### src/rtl/core/bdp_pkg.sv
// ----------------------------------------------------------------------------
// bdp_pkg
// shared types and constants of the branch direction predictor bank
// ----------------------------------------------------------------------------
`default_nettype none

package bdp_pkg;

  // address width of the branch pc and target
  localparam int unsigned ADDR_W = 64;

  // stream payload widths, rounded up to whole bytes
  localparam int unsigned IN_FIELDS_W  = 2 * ADDR_W + 1;
  localparam int unsigned IN_TDATA_W   = ((IN_FIELDS_W + 7) / 8) * 8;
  localparam int unsigned OUT_FIELDS_W = 9;
  localparam int unsigned OUT_TDATA_W  = ((OUT_FIELDS_W + 7) / 8) * 8;

  // input tdata field positions
  localparam int unsigned PC_LSB     = 0;
  localparam int unsigned TAKEN_BIT  = ADDR_W;
  localparam int unsigned TARGET_LSB = ADDR_W + 1;

  // one result item
  typedef struct packed {
    logic tournament_pred;
    logic vote_pred;
    logic pair_hybrid_pred;
    logic gshare_pred;
    logic global_pred;
    logic local_pred;
    logic bimodal_pred;
    logic static_pred;
    logic is_forward;
  } pred_t;

endpackage

`default_nettype wire

### src/rtl/core/bdp_ctr.sv
// ----------------------------------------------------------------------------
// bdp_ctr
// saturating up/down counter step, taken when the top bit is set
// ----------------------------------------------------------------------------
`default_nettype none

module bdp_ctr #(
  parameter int unsigned W = 2
) (
  input  wire logic [W-1:0] cur_i,
  input  wire logic         train_i,
  input  wire logic         up_i,
  output logic      [W-1:0] next_o,
  output logic              taken_o
);

  always_comb begin
    next_o = cur_i;
    if (train_i) begin
      if (up_i) begin
        if (cur_i != {W{1'b1}}) begin
          next_o = cur_i + W'(1);
        end
      end else begin
        if (cur_i != '0) begin
          next_o = cur_i - W'(1);
        end
      end
    end
  end

  assign taken_o = cur_i[W-1];

endmodule

`default_nettype wire

### src/rtl/core/bdp_resolve.sv
// ----------------------------------------------------------------------------
// bdp_resolve
// predictions from the counters read for one branch, and their trained values
// ----------------------------------------------------------------------------
`default_nettype none

module bdp_resolve #(
  parameter int unsigned SMALL_CTR_BITS  = 2,
  parameter int unsigned GLOBAL_CTR_BITS = 3
) (
  input  wire logic                       taken_i,
  input  wire logic                       fwd_i,
  input  wire logic [SMALL_CTR_BITS-1:0]  bim_i,
  input  wire logic [SMALL_CTR_BITS-1:0]  lpc_i,
  input  wire logic [GLOBAL_CTR_BITS-1:0] gpc_i,
  input  wire logic [GLOBAL_CTR_BITS-1:0] gsc_i,
  input  wire logic [SMALL_CTR_BITS-1:0]  pair_i,
  input  wire logic [SMALL_CTR_BITS-1:0]  lg_i,
  input  wire logic [SMALL_CTR_BITS-1:0]  gg_i,
  input  wire logic [SMALL_CTR_BITS-1:0]  gl_i,
  output bdp_pkg::pred_t                  pred_o,
  output logic      [SMALL_CTR_BITS-1:0]  bim_o,
  output logic      [SMALL_CTR_BITS-1:0]  lpc_o,
  output logic      [GLOBAL_CTR_BITS-1:0] gpc_o,
  output logic      [GLOBAL_CTR_BITS-1:0] gsc_o,
  output logic      [SMALL_CTR_BITS-1:0]  pair_o,
  output logic      [SMALL_CTR_BITS-1:0]  lg_o,
  output logic      [SMALL_CTR_BITS-1:0]  gg_o,
  output logic      [SMALL_CTR_BITS-1:0]  gl_o
);

  logic p_bim, p_loc, p_glb, p_gsh;
  logic s_pair, s_lg, s_gg, s_gl;

  // direction tables always train toward the outcome
  bdp_ctr #(.W(SMALL_CTR_BITS)) u_bim (
    .cur_i(bim_i), .train_i(1'b1), .up_i(taken_i), .next_o(bim_o), .taken_o(p_bim)
  );
  bdp_ctr #(.W(SMALL_CTR_BITS)) u_lpc (
    .cur_i(lpc_i), .train_i(1'b1), .up_i(taken_i), .next_o(lpc_o), .taken_o(p_loc)
  );
  bdp_ctr #(.W(GLOBAL_CTR_BITS)) u_gpc (
    .cur_i(gpc_i), .train_i(1'b1), .up_i(taken_i), .next_o(gpc_o), .taken_o(p_glb)
  );
  bdp_ctr #(.W(GLOBAL_CTR_BITS)) u_gsc (
    .cur_i(gsc_i), .train_i(1'b1), .up_i(taken_i), .next_o(gsc_o), .taken_o(p_gsh)
  );

  // choosers move only on disagreement, toward 1 when the first one was wrong
  bdp_ctr #(.W(SMALL_CTR_BITS)) u_pair (
    .cur_i(pair_i), .train_i(p_loc != p_glb), .up_i(p_loc != taken_i),
    .next_o(pair_o), .taken_o(s_pair)
  );
  bdp_ctr #(.W(SMALL_CTR_BITS)) u_lg (
    .cur_i(lg_i), .train_i(p_loc != p_glb), .up_i(p_loc != taken_i),
    .next_o(lg_o), .taken_o(s_lg)
  );
  bdp_ctr #(.W(SMALL_CTR_BITS)) u_gg (
    .cur_i(gg_i), .train_i(p_glb != p_gsh), .up_i(p_glb != taken_i),
    .next_o(gg_o), .taken_o(s_gg)
  );
  bdp_ctr #(.W(SMALL_CTR_BITS)) u_gl (
    .cur_i(gl_i), .train_i(p_gsh != p_loc), .up_i(p_gsh != taken_i),
    .next_o(gl_o), .taken_o(s_gl)
  );

  always_comb begin
    pred_o.is_forward       = fwd_i;
    pred_o.static_pred      = ~fwd_i;
    pred_o.bimodal_pred     = p_bim;
    pred_o.local_pred       = p_loc;
    pred_o.global_pred      = p_glb;
    pred_o.gshare_pred      = p_gsh;
    pred_o.pair_hybrid_pred = s_pair ? p_glb : p_loc;
    pred_o.vote_pred        = (p_loc & p_glb) | (p_loc & p_gsh) | (p_glb & p_gsh);
    if (!s_lg) begin
      pred_o.tournament_pred = s_gl ? p_loc : p_gsh;
    end else begin
      pred_o.tournament_pred = s_gg ? p_gsh : p_glb;
    end
  end

endmodule

`default_nettype wire

### config.mk
export PLATFORM = sky130hd
export DESIGN_NAME = bdp_resolve
export DESIGN_NICKNAME = d
export VERILOG_FILES = /design/src/rtl/core/bdp_pkg.sv /design/src/rtl/core/bdp_ctr.sv /design/src/rtl/core/bdp_resolve.sv
export SDC_FILE = /design/constraint.sdc
export NUM_CORES = 1
export LEC_CHECK = 0
export ABC_CLOCK_PERIOD_IN_PS = 3100
export BUFFER_PORTS_ARGS = -buffer_cell sky130_fd_sc_hd__buf_2
export CORE_MARGIN = 1.5
export CORE_UTILIZATION = 30
export DETAILED_ROUTE_END_ITERATION = 10
export MAX_ROUTING_LAYER = met4
export PLACE_DENSITY_LB_ADDON = 0.08
export SLEW_MARGIN = 20
export SYNTH_ARGS = -nofsm -noshare
export SYNTH_HDL_FRONTEND = slang
export SYNTH_SLANG_ARGS = --single-unit
### constraint.sdc
create_clock -name vclk -period 3.1
set_clock_uncertainty 0.05 [all_clocks]
set_input_delay 0.31 -clock vclk [all_inputs]
set_output_delay 0.31 -clock vclk [all_outputs]
set_load 0.01 [all_outputs]
# == Yosys cells after proc, flatten, opt, wreduce, memory -nomap -nowiden ==
# Index checks and enable logic that the tools add are counted.
# word_totals
reg_bits,0
output_inout_bits,27
word_cells,76
# op_classes
n_addsub,16
eq_ne,14
n_mux,32
bitwise,6
reduce_logical,8
# op_table
op,n
two-way mux 2 bit,22
two-way mux 3 bit,6
adder 2 x 1 -> 2 bit (second input constant),6
!= test 2 bit (second input constant),6
nonzero test 2 bit,6
subtractor 2 x 1 -> 2 bit (second input constant),6
adder 3 x 1 -> 3 bit (second input constant),2
!= test 1 bit,6
!= test 3 bit (second input constant),2
nonzero test 3 bit,2
subtractor 3 x 1 -> 3 bit (second input constant),2
two-way mux 1 bit,4
bitwise AND 1 bit,3
OR 1 bit,2
inverter 1 bit,1

# == Logic depth before layout (Yosys ltp) ==
# Gate-level depths: netlist of run 1.
# logic_depth
ltp_word,4
ltp_mapped,6
mapped_depth_nobuf,6

# == Modules after synthesis ==
# Synthesis of run 1 repeated with hierarchy kept, for this count alone.
# unflattened
hier_cells,126
area_unflattened_um2,904.6
# modules_own_cells
mod,n_inst,cells_each,area_per_inst_um2,seq_area_each_um2
bdp_ctr at u_bim ...,6,10,70.1,0.0
bdp_ctr at u_gpc ...,2,23,163.9,0.0
bdp_resolve,1,20,156.4,0.0

# == Worst setup path before layout of run 1 ==
# OpenSTA, ideal clock, no wires.
# synth_path
kind,input to output
startpoint,in gsc_i[0]
endpoint,out gsc_o[1]
arrival_ns,1.213
path_slack_ns,1.527
cell_stages,6
path_buffers,0
path_cell_list,inv_1 ha_1 ha_1 inv_1 o21ai_0 a211o_1
# synth_between
elab_chain_len,3
# synth_rtl
element,line_no,text
start: declaration,bdp_resolve.sv:16,"input wire logic [GLOBAL_CTR_BITS-1:0] gsc_i,"
subtractor 3 x 1 -> 3 bit (tied with other cells),bdp_ctr.sv:26,next_o = cur_i - W'(1);
"two-way mux 3 bit, on equally long branches","bdp_ctr.sv:25, bdp_ctr.sv:21",
two-way mux 3 bit *,bdp_ctr.sv:20,if (up_i) begin
end: declaration,bdp_resolve.sv:25,"output logic [GLOBAL_CTR_BITS-1:0] gsc_o,"
# Mark *: on every way between the ends. The rest lies on a longest branch, timed or not.

# == Final worst setup path of run 1 ==
# Ends and elaborated chain as after synthesis.

==> qor.yml, run 1 <==
outcome:
  status: "complete, no violations"
cells_and_area:
  finalNetCount: 170
  seq_cells: 0
  nClkBuffers: 0
  final_layout_size_suffix_gt1_share_pct: 38.7
  antenna_cells: 0
  syn_to_final_growth_pct: 34.2
  layout_commonest_cell: "buf_2"
  mostFrequentLayoutCells: "buf_2, inv_1, o21ai_0, ha_1, a21oi_1"
  ff_latch_area_um2: 0
  instances_no_fill: 164
timing:
  clock.fmax_mhz: 536
  rsz0062_at_grt: "no"
  maxSlewHeadroom_pct: 75.0
  final_hold_viol_count: 0
  fin_setup_tns_ns: 0
  fin_crit_sh_pct: 60.1
  slew_viol_final: 0
  tightest_slew_ns: 0.375
  period_minus_slack_ns: 1.86
  worst_hold_slack_ns: 0.768
  finalSetupViolCount: 0
floorplanning:
  fp.dieH_um: 49.2
  coreArea_um2: 1980
  die-area_um2: 2420
  num_io_pins: 47
  die_w_um: 49.2
  start_util_pct: 32.3
  std_cell_rows: 16
synth:
  yosysWarningCount: 0
  ys_seq_area_share_pct: 0
  synth_nets: 128
  synthCells: 97
  synth_cell_type_count: 24
  syn_area_per_cell_um2: 6.59
  syn_area_um2: 639
drt:
  totalWireLength_um: 1470
  drc: 0
  postRouteAntennaNets: 0
  dr.first_iter.drc_count: 8
  routedWlPerCell_um: 8.93
  vias: 742
  routed_via_density: 4.52
  firstDrtPassIters: 4
critical_path:
  critical_path_arrival_ns: 1.50
  cp_data_required_time_ns: 2.74
  crit_path_end_kind: "output port"
  path_class: "in2out"
  cp_max_fo: 3
  start_kind: "input pin"
place:
  gp_congestion: 0.696
  place_inst: 164
  portBuffers: 47
  hpwlAfterDp_um: 1270
power_and_ir_drop:
  pwr-share-seq_pct: 0
  swShare_pct: 54.7
  combPwrFrac_pct: 100.0
  power_density_nw_per_um2: 168
  clkPwrFrac_pct: 0
  p_sw_mw: 0.0788
  leakagePower_nw: 0.486
  ir_worst_vdd_uv: 75.9
  internal_power_mw: 0.0652
clocking:
  ctsHoldBuffers: 0
  postCtsSetupBuffers: 0
  cts_resized: 0
global_routing:
  grt_pass1_wl_um: 2220
  grt-ovfl-total: 0
  grt_usage_pct: 11.1
  grt_pass1_vias: 570
  grt_max_degree: 20
  antenna_found_initial: 0
flow_run:
  max_cap_viol_count: 0
hold_path:
  whs_path_depth: 2
  hp-class: "in2out"
## routing by layer
metal  up-vias  wire length (um)  GRT usage [%]
met5         -                 0              -
met4         0                 0              0
met3         0                95          0.307
met2        23               756           21.8
met1       319               613           13.0
li1        400                 -              -
## worst max-delay path, cell delays in order
cell and delay [ns]:
buf_2 0.11, inv_1 0.05, ha_1 0.20, ha_1 0.20
inv_1 0.05, o21ai_0 0.13, a211o_1 0.32, buf_2 0.13
## final cells by class
cell class                      count  area [um2]
Inverter                           18        67.6
Fill cell                         215        1120
Timing Repair Buffer               47         235
Multi-Input combinational cell     72         522
Tap cell                           27        33.8
## stage by stage
step / worst slack, ns / util (%) / power [mW] / area (um2)
floorplan: 1.53 / - / 0.0897 / 639
detailed placement: 1.23 / 43.3 / 0.146 / 858
finish: 1.24 / 43.3 / 0.144 / 858
global placement: 1.26 / 43.3 / 0.144 / 858
global route: 1.15 / 43.3 / 0.161 / 858
CTS: 1.22 / 43.3 / 0.147 / 858
## power by group through the flow
stage,Combinational (mW),Clock (mW),Sequential [mW]
2_1_floorplan,0.0897,0,0
3_3_place_gp,0.144,0,0
3_5_place_dp,0.146,0,0
4_1_cts,0.147,0,0
5_1_grt,0.161,0,0
6_report,0.144,0,0
## Yosys cell counts (all sizes together)
cell	number	area share [%]
nor2	8	4.7
nand2	7	4.1
mux2i	1	1.6
nand3	1	0.78
nor2b	1	0.98
ha	11	22
inv	18	11
xnor2	5	8.0
nor3	1	0.78
or3	1	0.98
buf	7	7.8
a31oi	1	0.98
mux2	1	1.8
a21oi	9	7.0
o21ai	14	12
a32o	1	1.6
a211oi	2	2.3
a211o	1	1.4
maj3	7	12
## final timing paths
| kind | endpoint | start | slack (ns) |
|---|---|---|---|
| worst max-delay path | gsc_o[1] | gsc_i[0] | 1.24 |
| worst min-delay path | pred_o[0] | fwd_i | 0.77 |
## cell families after synthesis
kind of cell,synth area share [%]
adder cells (fa/ha/maj),33.1
AND/OR/NAND/NOR,12.3
buffers and inverters,18.4
XOR/XNOR,8.02
AO/OA/AOI/OAI,24.9
multiplexers,3.33
Note: power is estimated with default switching activity, not from simulation.
==> run 2: changes to the inputs <==
Settings changed: ABC_CLOCK_PERIOD_IN_PS 3100 to 1530.
Clock period 3.1 ns to 1.53 ns, I/O delays scaled along.
==> run 2 against run 1 <==
  * Combinational power increased by 120%
  * Non-clock buffer count is 5 higher
  * Worst setup slack lost 1.2 ns
  * Critical endpoint unchanged
  * Die area unchanged
  * Power up 120%
  * Global-route usage rose by 2.0 points
  * Worst hold slack got worse by 0.31 ns
==> qor.yml, run 2 (same netlist as run 1, synthesis figures left out) <==
power_and_ir_drop:
  clkPwrFrac_pct: 0
  power_density_nw_per_um2: 340
  swShare_pct: 53.7
  ir_worst_vdd_uv: 144
  leakagePower_nw: 0.504
  pwr-share-seq_pct: 0
  combPwrFrac_pct: 100.0
  power_mw: 0.310
  p_sw_mw: 0.167
  internal_power_mw: 0.144
global_routing:
  grt_pass1_wl_um: 2630
  antenna_found_initial: 0
  grt_pass1_vias: 675
  grt-ovfl-total: 0
  grt_max_degree: 13
  grt_usage_pct: 13.0
cells_and_area:
  nClkBuffers: 0
  seq_cells: 0
  fillCellCount: 219
  syn_to_final_growth_pct: 42.9
  instances_no_fill: 169
  mostFrequentLayoutCells: "buf_2, inv_1, a21oi_1, o21ai_0"
  antenna_cells: 0
  ff_latch_area_um2: 0
  layout_commonest_cell: "buf_2"
  finalNetCount: 175
  final_layout_size_suffix_gt1_share_pct: 45.8
critical_path:
  cp_max_fo: 3
  crit_path_max_incr_delay_ns: 0.30
  crit_family: "adder cells"
  path_class: "in2out"
  critPathSlowestCell: "a211o_1"
  path_cells: "buf_2 -> inv_1 -> ha_1 -> ha_2 -> inv_1 -> o21ai_1 -> a211o_1 -> buf_2"
  crit_path_end_kind: "output port"
  cp_num_buf_inv: 4
  critical_path_arrival_ns: 1.27
  cp_data_required_time_ns: 1.33
  start_kind: "input pin"
drt:
  drc: 0
  vias: 777
  firstDrtPassIters: 4
  dr.first_iter.drc_count: 6
  routed_via_density: 4.60
  postRouteAntennaNets: 0
  totalWireLength_um: 1580
  routedWlPerCell_um: 9.35
clocking:
  ctsHoldBuffers: 0
  postCtsSetupBuffers: 0
timing:
  final_hold_viol_count: 0
  fin_crit_sh_pct: 96.4
  tightest_slew_ns: 0.281
  finalSetupViolCount: 0
  rsz0062_at_grt: "no"
  clock.fmax_mhz: 678
  slew_viol_final: 0
  maxSlewHeadroom_pct: 81.3
  period_minus_slack_ns: 1.47
floorplanning:
  die-area_um2: 2420
  coreArea_um2: 1980
  num_io_pins: 47
  die_w_um: 49.2
  start_util_pct: 32.3
  fp.dieH_um: 49.2
  std_cell_rows: 16
place:
  portBuffers: 47
  gp_congestion: 0.695
  hpwlAfterDp_um: 1370
  place_inst: 169
flow_run:
  max_cap_viol_count: 0
outcome:
  status: "complete, no violations"
hold_path:
  hp-class: "in2out"
==> run 2: cell count changes in the layout (fill, tap and decap cells not counted), sizes merged <==
cell / previous run / this run
buf: 47 / 52
==> run 2: per-stage QoR <==
stage / hold WS [ns] / util [%] / TNS, ns / setup WS [ns] / area, um2
2_1_floorplan: 0.300 / - / 0 / 0.271 / 639
3_3_place_gp: 0.454 / 45.2 / 0 / 0.0351 / 896
3_5_place_dp: 0.458 / 45.2 / -0.0136 / -0.0136 / 896
4_1_cts: 0.458 / 45.2 / 0 / 0.0262 / 896
5_1_grt: 0.462 / 46.1 / 0 / 0.00528 / 913
6_report: 0.455 / 46.1 / 0 / 0.0553 / 913
==> run 2: path summary, 6_finish.rpt <==
kind / from / endpoint / slack, ns / cells past startpoint
worst max-delay path: gsc_i[0] / gsc_o[1] / 0.06 / 8
worst min-delay path: fwd_i / pred_o[0] / 0.46 / 2
==> run 2: layout make-up <==
type | count | area [um2] | share of cell area, %
Inverter | 18 | 67.6 | 7.40
Multi-Input combinational cell | 72 | 539 | 59.0
Tap cell | 27 | 33.8 | 3.70
Timing Repair Buffer | 52 | 273 | 29.9
==> run 2: per-layer routing <==
metal | up-vias | global-route usage (%) | share of wire, %
li1 | 412 | - | -
met1 | 340 | 15.8 | 43
met2 | 25 | 25.5 | 52
met3 | 0 | 0 | 4.9
met4 | 0 | 0 | 0
met5 | - | - | 0
==> run 2: timing repair <==
| item | 4_1_cts | 5_1_grt |
|---|---|---|
| pin swaps | 0 | 0 |
| cloned | 0 | 0 |
| endpoints found under the setup margin | 1 | 6 |
| resized for setup | 1 | 8 |
==> run 2: power groups by stage <==
stage                     Sequential, mW  Clock, mW  Combinational (mW)
final                                  0          0               0.310
after global routing                   0          0               0.349
after CTS                              0          0               0.309
after detailed placement               0          0               0.308
after global placement                 0          0               0.301
after floorplan                        0          0               0.182
==> run 3: changes to the inputs <==
Settings changed: ABC_AREA from default to 1.
==> run 3 against run 2 <==
  * Combinational power is 2% lower
  * Count of clock-buffer cells in the layout unchanged
  * First-iteration DRC count rose by 83%
  * Worst setup slack improved by 0.091 ns
  * Global-route usage is 0.84 points higher
  * Sequential share of layout area did not move
  * Worst hold slack got worse by 0.0021 ns
  * Utilization fell by 4.0 points
  * Power fell by 2.2%
  * Synthesized area up 10%
  * Synthesized cell count increased by 46%
==> qor.yml, run 3 <==
synth:
  synth_most_common_cell: "nand2_1"
  synth_top_area_share_pct: 29.8
  synth_nets: 173
  syn_area_um2: 706
  syn_area_per_cell_um2: 4.97
  synth_compound_gate_area_share_pct: 16.0
  synthCells: 142
  synthSimpleGateAreaFrac_pct: 41.8
  ys_seq_area_share_pct: 0
  ys_top_cells_by_count: "nand2_1, inv_1, ha_1, a21oi_1, nor2_1"
  ys_top_cells_by_area: "nand2_1, ha_1, inv_1, a21oi_1, o21ai_0"
  synthMuxAreaShare_pct: 0
  synth_top_family_by_area: "simple AND/OR/NAND/NOR gates"
  synth_cell_type_count: 14
  synth-adder-area-share_pct: 19.5
  yosysWarningCount: 0
  synth-xor-area-share_pct: 2.48
  yosysTopAreaCell: "nand2_1"
drt:
  firstDrtPassIters: 4
  vias: 942
  dr.first_iter.drc_count: 11
  drc: 0
  routed_via_density: 4.46
  postRouteAntennaNets: 0
  totalWireLength_um: 1830
  routedWlPerCell_um: 8.65
power_and_ir_drop:
  power_density_nw_per_um2: 326
  combPwrFrac_pct: 100.0
  p_sw_mw: 0.179
  power_mw: 0.304
  clkPwrFrac_pct: 0
  pwr-share-seq_pct: 0
  swShare_pct: 58.9
  ir_worst_vdd_uv: 137
  leakagePower_nw: 0.641
  internal_power_mw: 0.125
cells_and_area:
  nClkBuffers: 0
  layout_commonest_cell: "nand2_1"
  syn_to_final_growth_pct: 31.9
  ff_latch_area_um2: 0
  instances_no_fill: 211
  seq_cells: 0
  antenna_cells: 0
  mostFrequentLayoutCells: "nand2_1, buf_2, inv_1"
  final_layout_size_suffix_gt1_share_pct: 26.8
  finalNetCount: 216
place:
  gp_congestion: 0.658
  portBuffers: 47
  place_inst: 211
  hpwlAfterDp_um: 1570
  dp_slack_ns: 0.151
critical_path:
  cp_max_fo: 4
  cp_data_required_time_ns: 1.33
  start_kind: "input pin"
  crit_path_max_incr_delay_ns: 0.22
  path_cells: "buf_2 -> inv_1 -> ha_1 -> ha_1 -> a21oi_1 -> o21ai_0 -> nand2_1 -> buf_2"
  critPathSlowestCell: "ha_1"
  path_class: "in2out"
  critical_path_arrival_ns: 1.18
  crit_path_end_kind: "output port"
global_routing:
  grt_usage_pct: 13.9
  antenna_found_initial: 0
  grt_pass1_vias: 732
  grt-ovfl-total: 0
  grt_pass1_wl_um: 2930
  grt_max_degree: 16
floorplanning:
  start_util_pct: 31.9
  fp.dieH_um: 51.5
  coreArea_um2: 2210
  std_cell_rows: 17
  num_io_pins: 47
  die_w_um: 51.5
  die-area_um2: 2650
timing:
  fin_crit_sh_pct: 90.4
  slew_viol_final: 0
  maxSlewHeadroom_pct: 82.2
  fin_setup_tns_ns: 0
  period_minus_slack_ns: 1.38
  clock.fmax_mhz: 723
  finalSetupViolCount: 0
  layout_setup_ws_ns: 0.146
  rsz0062_at_grt: "no"
  final_hold_viol_count: 0
  tightest_slew_ns: 0.267
hold_path:
  hold-path-endpoint: "pred_o[0]"
  hp-class: "in2out"
  whs_path_depth: 2
  min-delay-start: "fwd_i"
clocking:
  cts_resized: 0
  postCtsSetupBuffers: 0
  ctsHoldBuffers: 0
outcome:
  status: "complete, no violations"
flow_run:
  max_cap_viol_count: 0
[run 3: changes by cell type in the layout (fill, tap and decap cells not counted), sizes merged, moves of 2 or more]
cell and delta:
a211oi -2, buf -5, inv +8, maj3 -7, nand2 +50, nand3 +6
nor2 +2, o21ai -3, xnor2 -3
[run 3: power groups by stage]
stage | combinational, mW | sequential (mW) | clock, mW
floorplan | 0.186 | 0 | 0
finish | 0.304 | 0 | 0
global placement | 0.302 | 0 | 0
detailed placement | 0.308 | 0 | 0
global route | 0.351 | 0 | 0
CTS | 0.309 | 0 | 0
[run 3: worst max-delay path: cells and delay by family]
family,cells,cell delay [ns]
adders and majority gates,2,0.43
buffers and inverters,3,0.30
AOI/OAI and AO/OA,2,0.24
and+or+nand+nor,1,0.06
[run 3: cells by family (layout without fill, tap and decap cells)]
kind of cell	count (synthesis)	count (layout)
buffers and inverters	32	73
adders and majority gates	11	11
and+or+nand+nor	75	75
xor gates and xnor gates	2	2
AOI/OAI and AO/OA	22	22
[run 3: layer usage]
layer | global-route usage [%] | wire length (um) | up-vias
met2 | 26.7 | 962 | 21
li1 | - | - | 516
met5 | - | 0 | -
met4 | 0.439 | 0 | 0
met3 | 0.575 | 77 | 0
met1 | 16.8 | 785 | 405
[run 3: worst max path at each step]
| stage | startpoint | endpoint | slack [ns] | cells after the start |
|---|---|---|---|---|
| after floorplan | gpc_i[0] | gpc_o[1] | 0.43 | 6 |
| after global placement | gsc_i[0] | gsc_o[1] | 0.15 | 8 |
| after CTS | gsc_i[0] | gsc_o[1] | 0.15 | 8 |
| final | gsc_i[0] | gsc_o[1] | 0.15 | 8 |
| after detailed placement | gsc_i[0] | gsc_o[1] | 0.15 | 8 |
| after global routing | gsc_i[0] | gsc_o[1] | 0.02 | 8 |
[run 3: area by class of cell]
cell class / instances / area [um2]
fillers: 268 / 1280
inverters: 26 / 97.6
multi-input cells: 110 / 563
well taps: 28 / 35.0
repair buffers: 47 / 235
[run 3: per-stage QoR]
step                      cell area [um2]  util, %  hold WS (ns)
after detailed placement              931     42.1         0.455
after floorplan                       706        -         0.300
after CTS                             931     42.1         0.455
final                                 931     42.1         0.453
after global placement                931     42.1         0.453
after global routing                  931     42.1         0.458
